<file path="config.mk">
export PLATFORM = sky130hd
export DESIGN_NAME = key_debounce_press_classifier
export DESIGN_NICKNAME = d
export VERILOG_FILES = /design/src/sv/kdpc_pkg.sv /design/src/sv/key_debounce_press_classifier.sv
export SDC_FILE = /design/constraint.sdc
export NUM_CORES = 1
export LEC_CHECK = 0
export BUFFER_PORTS_ARGS = -buffer_cell sky130_fd_sc_hd__buf_4
export CAP_MARGIN = 10
export CORE_MARGIN = 2
export CORE_UTILIZATION = 60
export CTS_CLUSTER_SIZE = 10
export DETAILED_ROUTE_END_ITERATION = 10
export HOLD_SLACK_MARGIN = 0.12
export PLACE_DENSITY_LB_ADDON = 0.05
export SLEW_MARGIN = 0
export SYNTH_ARGS = -nofsm -noshare
export SYNTH_HDL_FRONTEND = slang
export SYNTH_SLANG_ARGS = --single-unit
</file>
<file path="constraint.sdc">
create_clock -name clock -period 5.15 [get_ports clock]
set_input_delay 1.03 -clock clock [delete_from_list [all_inputs] [get_ports clock]]
set_output_delay 1.03 -clock clock [all_outputs]
set_load 0.02 [all_outputs]
</file>
<file path="src/sv/kdpc_pkg.sv">
// ----------------------------------------------------------------------------
// kdpc_pkg
// Shared types and constants for the key debounce and press classifier.
// ----------------------------------------------------------------------------
package kdpc_pkg;

   localparam int NUM_KEYS = 3;
   localparam int KEY_W    = 3;
   localparam int CNT_W    = 8;
   localparam int CSR_IDX_W  = 8;
   localparam int CSR_DATA_W = 8;

   // Pressed-key code mask derived from the number of keys wired up.
   localparam logic [KEY_W-1:0] KEY_MASK = KEY_W'((1 << NUM_KEYS) - 1);

   // Configuration register indexes.
   localparam logic [CSR_IDX_W-1:0] CSR_DEBOUNCE_TICKS   = CSR_IDX_W'(0);
   localparam logic [CSR_IDX_W-1:0] CSR_LONG_PRESS_TICKS = CSR_IDX_W'(1);

   localparam logic [CNT_W-1:0] DEBOUNCE_TICKS_RST   = CNT_W'(2);
   localparam logic [CNT_W-1:0] LONG_PRESS_TICKS_RST = CNT_W'(200);

   // Event kinds.
   localparam logic EVENT_SHORT = 1'b0;
   localparam logic EVENT_LONG  = 1'b1;

   typedef enum logic [1:0] {
      MODE_IDLE  = 2'd0,
      MODE_SHORT = 2'd1,
      MODE_LONG  = 2'd2
   } press_mode_type;

endpackage

</file>
<file path="src/sv/key_debounce_press_classifier.sv">
// ----------------------------------------------------------------------------
// key_debounce_press_classifier
// Debounces three active-low keys and reports short and long presses.
// ----------------------------------------------------------------------------
//
//  Channel  Direction  Handshake             Payload
//  req      in         req_valid/req_stall   req_key_pins
//  rsp      out        rsp_valid/rsp_stall   rsp_event_valid/kind/keys
//  csr      in         csr_valid/csr_ready   csr_index/csr_wdata
//
// One item is taken per clock when not stalled; its result is registered and
// shows in the next cycle. The result register is the only buffer: a new item
// is taken while it is empty or its item is being delivered in the same
// cycle. Reset is synchronous and restores the configuration and press state
// defaults. Configuration writes are always ready and take effect on the next
// item.
module key_debounce_press_classifier (
   input  logic                                clock,
   input  logic                                reset,
   input  logic                                req_valid,
   output logic                                req_stall,
   input  logic [kdpc_pkg::KEY_W-1:0]          req_key_pins,
   output logic                                rsp_valid,
   input  logic                                rsp_stall,
   output logic                                rsp_event_valid,
   output logic                                rsp_event_kind,
   output logic [kdpc_pkg::KEY_W-1:0]          rsp_event_keys,
   input  logic                                csr_valid,
   output logic                                csr_ready,
   input  logic [kdpc_pkg::CSR_IDX_W-1:0]      csr_index,
   input  logic [kdpc_pkg::CSR_DATA_W-1:0]     csr_wdata
);

   logic [kdpc_pkg::CNT_W-1:0]  debounce_ticks_ff;
   logic [kdpc_pkg::CNT_W-1:0]  long_press_ticks_ff;

   logic [kdpc_pkg::KEY_W-1:0]  last_code_ff, last_code_in;
   logic [kdpc_pkg::CNT_W-1:0]  stable_count_ff, stable_count_in;
   kdpc_pkg::press_mode_type    press_mode_ff, press_mode_in;
   logic [kdpc_pkg::KEY_W-1:0]  held_code_ff, held_code_in;

   logic                        rsp_valid_ff;
   logic                        event_valid_ff, event_valid_in;
   logic                        event_kind_ff, event_kind_in;
   logic [kdpc_pkg::KEY_W-1:0]  event_keys_ff, event_keys_in;

   logic                        req_accept;
   logic [kdpc_pkg::KEY_W-1:0]  code;
   logic [kdpc_pkg::CNT_W-1:0]  count_inc;
   logic                        is_changed;
   logic                        is_counting;
   logic                        at_debounce;

   assign req_stall  = rsp_valid_ff & rsp_stall;
   assign req_accept = req_valid & ~req_stall;
   assign csr_ready  = 1'b1;

   assign code        = ~req_key_pins & kdpc_pkg::KEY_MASK;
   assign count_inc   = stable_count_ff + kdpc_pkg::CNT_W'(1);
   assign is_changed  = (code != last_code_ff);
   assign is_counting = (stable_count_ff < long_press_ticks_ff);
   assign at_debounce = (count_inc == debounce_ticks_ff);

   // Next press state.
   always_comb begin
      last_code_in    = last_code_ff;
      stable_count_in = stable_count_ff;
      press_mode_in   = press_mode_ff;
      held_code_in    = held_code_ff;
      if (is_changed) begin
         stable_count_in = '0;
         last_code_in    = code;
      end else if (is_counting) begin
         stable_count_in = count_inc;
         if (at_debounce) begin
            if (code == '0) begin
               // A stable release ends the press and restarts the count.
               stable_count_in = '0;
               press_mode_in   = kdpc_pkg::MODE_IDLE;
               held_code_in    = '0;
            end else begin
               press_mode_in = kdpc_pkg::MODE_SHORT;
               if (held_code_ff < code) begin
                  held_code_in = code;
               end
            end
         end
      end else if (press_mode_ff != kdpc_pkg::MODE_LONG) begin
         press_mode_in = kdpc_pkg::MODE_LONG;
      end
   end

   // Event of the current item.
   always_comb begin
      event_valid_in = 1'b0;
      event_kind_in  = kdpc_pkg::EVENT_SHORT;
      event_keys_in  = '0;
      if (!is_changed) begin
         if (is_counting) begin
            if (at_debounce && (code == '0) && (press_mode_ff == kdpc_pkg::MODE_SHORT)) begin
               event_valid_in = 1'b1;
               event_kind_in  = kdpc_pkg::EVENT_SHORT;
               event_keys_in  = held_code_ff;
            end
         end else if (press_mode_ff != kdpc_pkg::MODE_LONG) begin
            event_valid_in = 1'b1;
            event_kind_in  = kdpc_pkg::EVENT_LONG;
            event_keys_in  = held_code_ff;
         end
      end
   end

   always_ff @(posedge clock) begin
      if (reset) begin
         debounce_ticks_ff   <= kdpc_pkg::DEBOUNCE_TICKS_RST;
         long_press_ticks_ff <= kdpc_pkg::LONG_PRESS_TICKS_RST;
      end else if (csr_valid && csr_ready) begin
         unique case (csr_index)
            kdpc_pkg::CSR_DEBOUNCE_TICKS:   debounce_ticks_ff   <= csr_wdata;
            kdpc_pkg::CSR_LONG_PRESS_TICKS: long_press_ticks_ff <= csr_wdata;
            default: ;
         endcase
      end
   end

   always_ff @(posedge clock) begin
      if (reset) begin
         last_code_ff    <= '0;
         stable_count_ff <= '0;
         press_mode_ff   <= kdpc_pkg::MODE_IDLE;
         held_code_ff    <= '0;
      end else if (req_accept) begin
         last_code_ff    <= last_code_in;
         stable_count_ff <= stable_count_in;
         press_mode_ff   <= press_mode_in;
         held_code_ff    <= held_code_in;
      end
   end

   always_ff @(posedge clock) begin
      if (reset) begin
         rsp_valid_ff <= 1'b0;
      end else if (req_accept) begin
         rsp_valid_ff <= 1'b1;
      end else if (!rsp_stall) begin
         rsp_valid_ff <= 1'b0;
      end
   end

   always_ff @(posedge clock) begin
      if (req_accept) begin
         event_valid_ff <= event_valid_in;
         event_kind_ff  <= event_kind_in;
         event_keys_ff  <= event_keys_in;
      end
   end

   assign rsp_valid       = rsp_valid_ff;
   assign rsp_event_valid = event_valid_ff;
   assign rsp_event_kind  = event_kind_ff;
   assign rsp_event_keys  = event_keys_ff;

   // The input side only waits behind a held result.
   a_stall_needs_result: assert property (@(posedge clock) disable iff (reset)
      req_stall |-> rsp_valid_ff)
      else $error("input stalled with no result pending");

   // A long event moves the press into the long mode.
   a_long_sets_mode: assert property (@(posedge clock) disable iff (reset)
      (req_accept && event_valid_in && (event_kind_in == kdpc_pkg::EVENT_LONG))
      |=> (press_mode_ff == kdpc_pkg::MODE_LONG))
      else $error("long event without entering long mode");

   // An idle press keeps no code.
   a_idle_clear: assert property (@(posedge clock) disable iff (reset)
      (press_mode_ff == kdpc_pkg::MODE_IDLE) |-> (held_code_ff == '0))
      else $error("held code kept while idle");

   // Result items without an event carry zero fields.
   a_quiet_zero: assert property (@(posedge clock) disable iff (reset)
      (rsp_valid && !rsp_event_valid) |-> (!rsp_event_kind && (rsp_event_keys == '0)))
      else $error("nonzero fields without an event");

endmodule
</file>
==> flow_metrics.py, run 1 <==
metrics = {
    "synth": {
        "async_reset_ff_share_pct": 0,
        "synth_area_per_cell_um2": 8.80,
        "synth_top_area_cell": "dfxtp_1",
        "synth.distinct_cells": 49,
        "synth_top_area_share_pct": 31.7,
        "synth_ff_type": "dfxtp_1",
        "netlist_instances": 237,
        "yosysMostFrequentCell": "nor2_1",
        "synth_edf_count": 5,
        "syn-num-nets": 271,
        "syn_area_um2": 2090,
        "ys_seq_area_share_pct": 38.9,
        "ys.warnings.count": 0,
        "ys_top_cells_by_area": "dfxtp_1 32%, edfxtp_1 7.2%, nor2_1 6.1%",
        "synth-seq-cells": 38,
        "synth.top_cells.by_count": "34 x nor2_1, 33 x dfxtp_1, 14 x inv_1, 14 x nand2_1, 12 x mux2i_1",
    },
    "clock_tree": {
        "htreeDepth": 2,
        "cts_tree": "yes",
        "cts_setup_buffers": 0,
        "hold_buffers": 0,
        "cts_resized": 0,
        "clk_latency_ps": 350,
        "clockBufferDepth": 2,
        "cts.sinks": 38,
        "root_buffer": "clkbuf_4",
        "numCtsBuffers": 5,
        "cts.clk_slew.worst_paths_ps": 120,
    },
    "job": {
        "maxCapViolCount": 0,
    },
    "detailed_routing": {
        "first_iter_violations": 135,
        "avgViaCountPerCell": 5.62,
        "first_pass_iters": 4,
        "vias": 1752,
        "wl_per_cell_um": 13.2,
        "drcViolationCount": 0,
        "postRouteAntennaNets": 0,
        "routed_wl_um": 4130,
    },
    "timing": {
        "max-slew-margin-rel_pct": 39.7,
        "rsz0062_at_grt": "false",
        "fin_worst_skew_ps": 13.1,
        "worstMarginPinSlew_ps": 901,
        "period_needed_ps": 2790,
        "period_share_pct": 54.1,
        "max_freq_mhz": 359,
        "final-max-slew-violation-count": 0,
        "holdWs_ps": 476,
        "final-setup-viol-count": 0,
        "timing.final.ws_setup_ps": 2360,
        "tns_ps": 0,
        "hold_viol_final": 0,
    },
    "die": {
        "start_util_pct": 62.5,
        "die_w_um": 63.0,
        "core_region_area_um2": 3340,
        "row_count": 21,
        "io_pins": 32,
        "die-area_um2": 3960,
        "dieHeight_um": 63.0,
    },
    "finish": {
        "drive_gt1_share_pct": 17.3,
        "area_delta_synth_final_pct": 16.3,
        "n_antenna_cell": 0,
        "final_nets": 299,
    },
    "power": {
        "p_leak_nw": 1.01,
        "ir_drop_uv": 162,
        "power_density_nw_per_um2": 254,
    },
    "critical_path": {
        "reg2reg_depth": 8,
        "rrSetupSlack_ps": 2360,
        "worst-endpoint-arrival_ps": 3060,
        "cp-end-kind": "register",
        "critPathMaxFanout": 11,
        "worst_setup_path_start_kind": "register",
        "timing.rr.end": "held_code_ff[2]$_SDFFE_PP0P_",
        "r2r-start": "stable_count_ff[2]$_SDFFE_PP0P_",
        "critical_path_class": "reg2reg",
        "cp.required_ps": 5420,
    },
    "outcome": {
        "status": "completed",
    },
    "worst_hold_path": {
        "whs_endpoint": "long_press_ticks_ff[3]$_SDFFE_PP1P_",
        "worstHoldStart": "long_press_ticks_ff[3]$_SDFFE_PP1P_",
        "hold_class": "reg2reg",
        "holdPathStages": 1,
    },
    "placed_design": {
        "hpwl_um": 3080,
        "pre_cts_ws_ps": 2330,
        "io_buffers": 30,
        "gp_congestion": 0.821,
    },
    "global_routing": {
        "grt_overflow": 0,
        "grt_usage_pct": 23.6,
        "antenna_found_initial": 0,
        "grt_pass1_wl_um": 7420,
        "grt_pass1_vias": 1688,
        "grt_max_degree": 33,
    },
}
==> sequential cells by signal, indices dropped and copies added, names as in the netlist <==
| signal | cells |
|---|---|
| press_mode_ff | 2 |
| last_code_ff | 3 |
| held_code_ff | 3 |
| rsp_event_kind | 1 |
| debounce_ticks_ff | 8 |
| rsp_event_keys | 3 |
| stable_count_ff | 8 |
| rsp_event_valid | 1 |
| rsp_valid | 1 |
| long_press_ticks_ff | 8 |
==> per-stage QoR <==
stage | utilization [%] | std cells | instance area [um2] | power [W]
finish | 72.7 | 312 | 2430 | 0.000616
global route | 72.7 | 312 | 2430 | 0.000639
CTS | 72.7 | 312 | 2430 | 0.000618
detailed placement | 69.7 | 304 | 2320 | 0.000372
global placement | 69.7 | 304 | 2320 | 0.000371
floorplan | - | 237 | 2090 | 0.000345
==> final cells by class <==
cell class              instances  area [um2]
repair buffers                 31         233
clock inverters                 3        63.8
flip-flops and latches         38         811
fillers                       275         911
clock buffers                   5        37.5
well taps                      46        57.6
inverters                      15        56.3
multi-input cells             174        1170
==> cells in the final DEF (no fill, tap or decap), types with 2 or more instances in the layout <==
cell type  count
a211o_1        5
a211oi_1       4
a21o_1         3
a21oi_1       11
a311oi_1       3
and2_1         4
and3_1         4
buf_4         31
bufinv_16      2
clkbuf_4       5
clkinv_1       2
dfxtp_1       33
edfxtp_1       5
ha_1          10
inv_1         14
mux2i_1       12
nand2_1       14
nand2b_1       3
nand3_1        9
nand3b_1       2
nand4_1        7
nor2_1        34
nor2b_1        3
nor3_1         3
o21ai_0        6
o31ai_1        4
xnor2_1       11
xor2_1         2
==> critical path, stage by stage (launching register included) <==
cell	delay (ps)
dfxtp_1	520
ha_1	310
a211oi_1	220
o21ai_0	130
a21oi_1	580
nand2_1	200
nor2_1	360
a21oi_1	140
a311oi_1	260
==> worst max path at each step <==
stage,start,endpoint,slack (ps),cells after the start
6_report,stable_count_ff[2]$_SDFFE_PP0P_,held_code_ff[2]$_SDFFE_PP0P_,2360,8
5_1_grt,stable_count_ff[2]$_SDFFE_PP0P_,held_code_ff[0]$_SDFFE_PP0P_,2020,8
4_1_cts,stable_count_ff[2]$_SDFFE_PP0P_,held_code_ff[1]$_SDFFE_PP0P_,2380,8
3_5_place_dp,csr_index[4],debounce_ticks_ff[1]$_SDFFE_PP1P_,2330,6
3_3_place_gp,csr_index[4],debounce_ticks_ff[1]$_SDFFE_PP1P_,2380,6
2_1_floorplan,req_key_pins[1],held_code_ff[0]$_SDFFE_PP0P_,2560,7
==> routing by layer <==
| layer | vias to the layer above | part of all wire [%] | track usage [%] | wire length [um] |
|---|---|---|---|---|
| li1 | 901 | - | - | - |
| met1 | 794 | 46 | 27.7 | 1900 |
| met2 | 50 | 47 | 41.5 | 1950 |
| met3 | 7 | 5.2 | 6.49 | 215 |
| met4 | 0 | 1.5 | 6.94 | 61 |
| met5 | - | 0 | 0 | 0 |
==> cells by family (layout without fill, tap and decap cells) <==
group                      after synthesis  after routing  synth area share [%]
DFF                                     38             38                  38.9
muxes                                   12             12                  5.76
xor gates and xnor gates                13             13                  5.46
adders and majority gates               10             10                  6.00
buffers and inverters                   25             54                  5.16
AOI/OAI and AO/OA                       48             48                  17.0
and+or+nand+nor                         90             90                  21.5
other                                    1              1                 0.180
==> power by group <==
| group | leakage [nW] | internal (W) | switching (W) |
|---|---|---|---|
| Combinational | 0.643 | 0.0000249 | 0.0000306 |
| Clock | 0.0528 | 0.000150 | 0.000101 |
| Sequential | 0.318 | 0.000306 | 0.00000382 |
Note: power is estimated with default switching activity, not from simulation.
==> run 2: changes to the inputs <==
CORE_UTILIZATION = 56   (was 60)
clock period = 2.8 ns   (was 5.15 ns; I/O delays follow)
==> run 2 against run 1 <==
Hold slack worse by 8.0 ps. Total power up 71%. Via count up 0.68%. Clock power up 51%. Final cell count up 1.3%.
==> flow_metrics.py, run 2 (synthesis gave the netlist of run 1 again) <==
metrics = {
    "outcome": {
        "status": "completed",
    },
    "detailed_routing": {
        "drcViolationCount": 0,
        "avgViaCountPerCell": 5.58,
        "vias": 1764,
        "routed_wl_um": 4280,
        "first_iter_violations": 101,
        "wl_per_cell_um": 13.5,
        "first_pass_iters": 4,
        "postRouteAntennaNets": 0,
    },
    "critical_path": {
        "worst_setup_path_start_kind": "register",
        "rrSetupSlack_ps": 190,
        "cp-end-kind": "register",
        "critPathMaxFanout": 11,
        "worst-endpoint-arrival_ps": 2770,
        "cp.required_ps": 2960,
        "critical_path_class": "reg2reg",
        "slowest_stage": "dfxtp_1",
        "crit_chain": "ha_1 > or4b_4 > a211oi_4 > nand3_2 > o31ai_2 > and3_1",
        "slowest_delay_ps": 520,
    },
    "finish": {
        "reg_top3": "debounce_ticks_ff: 8 flops, long_press_ticks_ff: 8 flops, stable_count_ff: 8 flops",
        "final_nets": 301,
        "final_cell_mix": "34 x nor2_1, 33 x dfxtp_1, 33 x buf_4",
        "drive_gt1_share_pct": 17.5,
        "n_antenna_cell": 0,
        "final_core_util_pct": 66.9,
        "fillCellCount": 331,
        "area_delta_synth_final_pct": 16.6,
        "layout_commonest_cell": "nor2_1",
    },
    "power": {
        "power_density_nw_per_um2": 432,
        "comb_power_share_pct": 9.7,
        "ir_drop_uv": 302,
        "p_total_w": 0.00105,
        "p_sw_w": 0.000242,
        "switching_share_pct": 23.0,
        "clkPwrFrac_pct": 36.1,
        "p_leak_nw": 1.02,
        "seqPwrFrac_pct": 54.2,
        "p_int_w": 0.000809,
    },
    "global_routing": {
        "grt_pass1_wl_um": 7330,
        "grt_overflow": 0,
        "grt_usage_pct": 22.2,
        "antenna_found_initial": 0,
        "grt_pass1_vias": 1722,
        "grt_max_degree": 33,
    },
    "die": {
        "start_util_pct": 57.4,
        "io_pins": 32,
        "core_region_area_um2": 3630,
        "dieHeight_um": 65.0,
        "row_count": 22,
        "die_w_um": 65.0,
        "die-area_um2": 4230,
    },
    "clock_tree": {
        "numCtsBuffers": 5,
        "cts_setup_buffers": 0,
        "clk_latency_ps": 290,
        "cts_resized": 0,
        "htreeDepth": 2,
        "cts_tree": "yes",
        "clockBufferDepth": 2,
        "cts.clk_slew.worst_paths_ps": 70,
        "root_buffer": "clkbuf_8",
        "cts.sinks": 38,
        "hold_buffers": 0,
    },
    "timing": {
        "period_needed_ps": 2610,
        "max_freq_mhz": 383,
        "fin_worst_skew_ps": 7.15,
        "tns_ps": 0,
        "period_share_pct": 93.2,
        "rsz0062_at_grt": "false",
        "holdWs_ps": 468,
        "max-slew-margin-rel_pct": 63.4,
        "final-max-slew-violation-count": 0,
        "hold_viol_final": 0,
        "worstMarginPinSlew_ps": 548,
        "timing.final.ws_setup_ps": 190,
        "final-setup-viol-count": 0,
    },
    "placed_design": {
        "hpwl_um": 3200,
        "gp_congestion": 0.867,
        "io_buffers": 30,
        "pre_cts_ws_ps": 264,
    },
    "worst_hold_path": {
        "hold_class": "reg2reg",
    },
    "job": {
        "maxCapViolCount": 0,
    },
}
run 2: changes by cell type in the layout (fill, tap and decap cells not counted):
cell and delta:
clkbuf_4 -5, bufinv_16 -2, clkbuf_8 +6, buf_4 +2, clkinv_1 -1, clkbuf_1 +2
run 2: final timing paths:
check / startpoint / to / cells past startpoint
setup / recovery: stable_count_ff[0]$_SDFFE_PP0P_ / rsp_event_keys[0]$_SDFFCE_PN0P_ / 6
hold / removal: long_press_ticks_ff[3]$_SDFFE_PP1P_ / long_press_ticks_ff[3]$_SDFFE_PP1P_ / 1
setup reg to reg: stable_count_ff[0]$_SDFFE_PP0P_ / rsp_event_keys[0]$_SDFFCE_PN0P_ / 6
hold reg to reg: long_press_ticks_ff[3]$_SDFFE_PP1P_ / long_press_ticks_ff[3]$_SDFFE_PP1P_ / 1
run 2: layer usage:
| metal | up-vias | GRT usage (%) | part of all wire [%] |
|---|---|---|---|
| met2 | 34 | 38.0 | 48 |
| met3 | 9 | 4.86 | 3.4 |
| met1 | 823 | 26.8 | 47 |
| li1 | 898 | - | - |
| met4 | 0 | 9.38 | 2.0 |
| met5 | - | 0 | 0 |
run 2: critical path, delay by kind of cell (launching register included):
family	cells	cell delay (ps)
adder cells (fa/ha/maj)	1	440
flip-flops	1	520
AND/OR/NAND/NOR	3	890
AO/OA/AOI/OAI	2	620
run 2: final cells by class:
cell class | instances | area, um2 | share of cell area, %
Inverter | 15 | 56.3 | 2.31
Clock buffer | 8 | 90.1 | 3.70
Sequential cell | 38 | 811 | 33.3
Timing Repair Buffer | 33 | 248 | 10.2
Multi-Input combinational cell | 174 | 1170 | 48.0
Tap cell | 48 | 60.1 | 2.47
run 2: power by group through the flow:
stage | Combinational [W] | Clock [W] | Sequential, W
after CTS | 0.000102 | 0.000391 | 0.000569
final | 0.000102 | 0.000379 | 0.000569
after global routing | 0.000114 | 0.000408 | 0.000570
after detailed placement | 0.000102 | 0 | 0.000582
after global placement | 0.000101 | 0 | 0.000581
after floorplan | 0.0000497 | 0 | 0.000585
run 2: per-stage QoR:
step | cells | instance area, um2
after CTS | 316 | 2430
final | 316 | 2430
after global routing | 316 | 2430
after global placement | 308 | 2340
after floorplan | 237 | 2090
after detailed placement | 308 | 2340
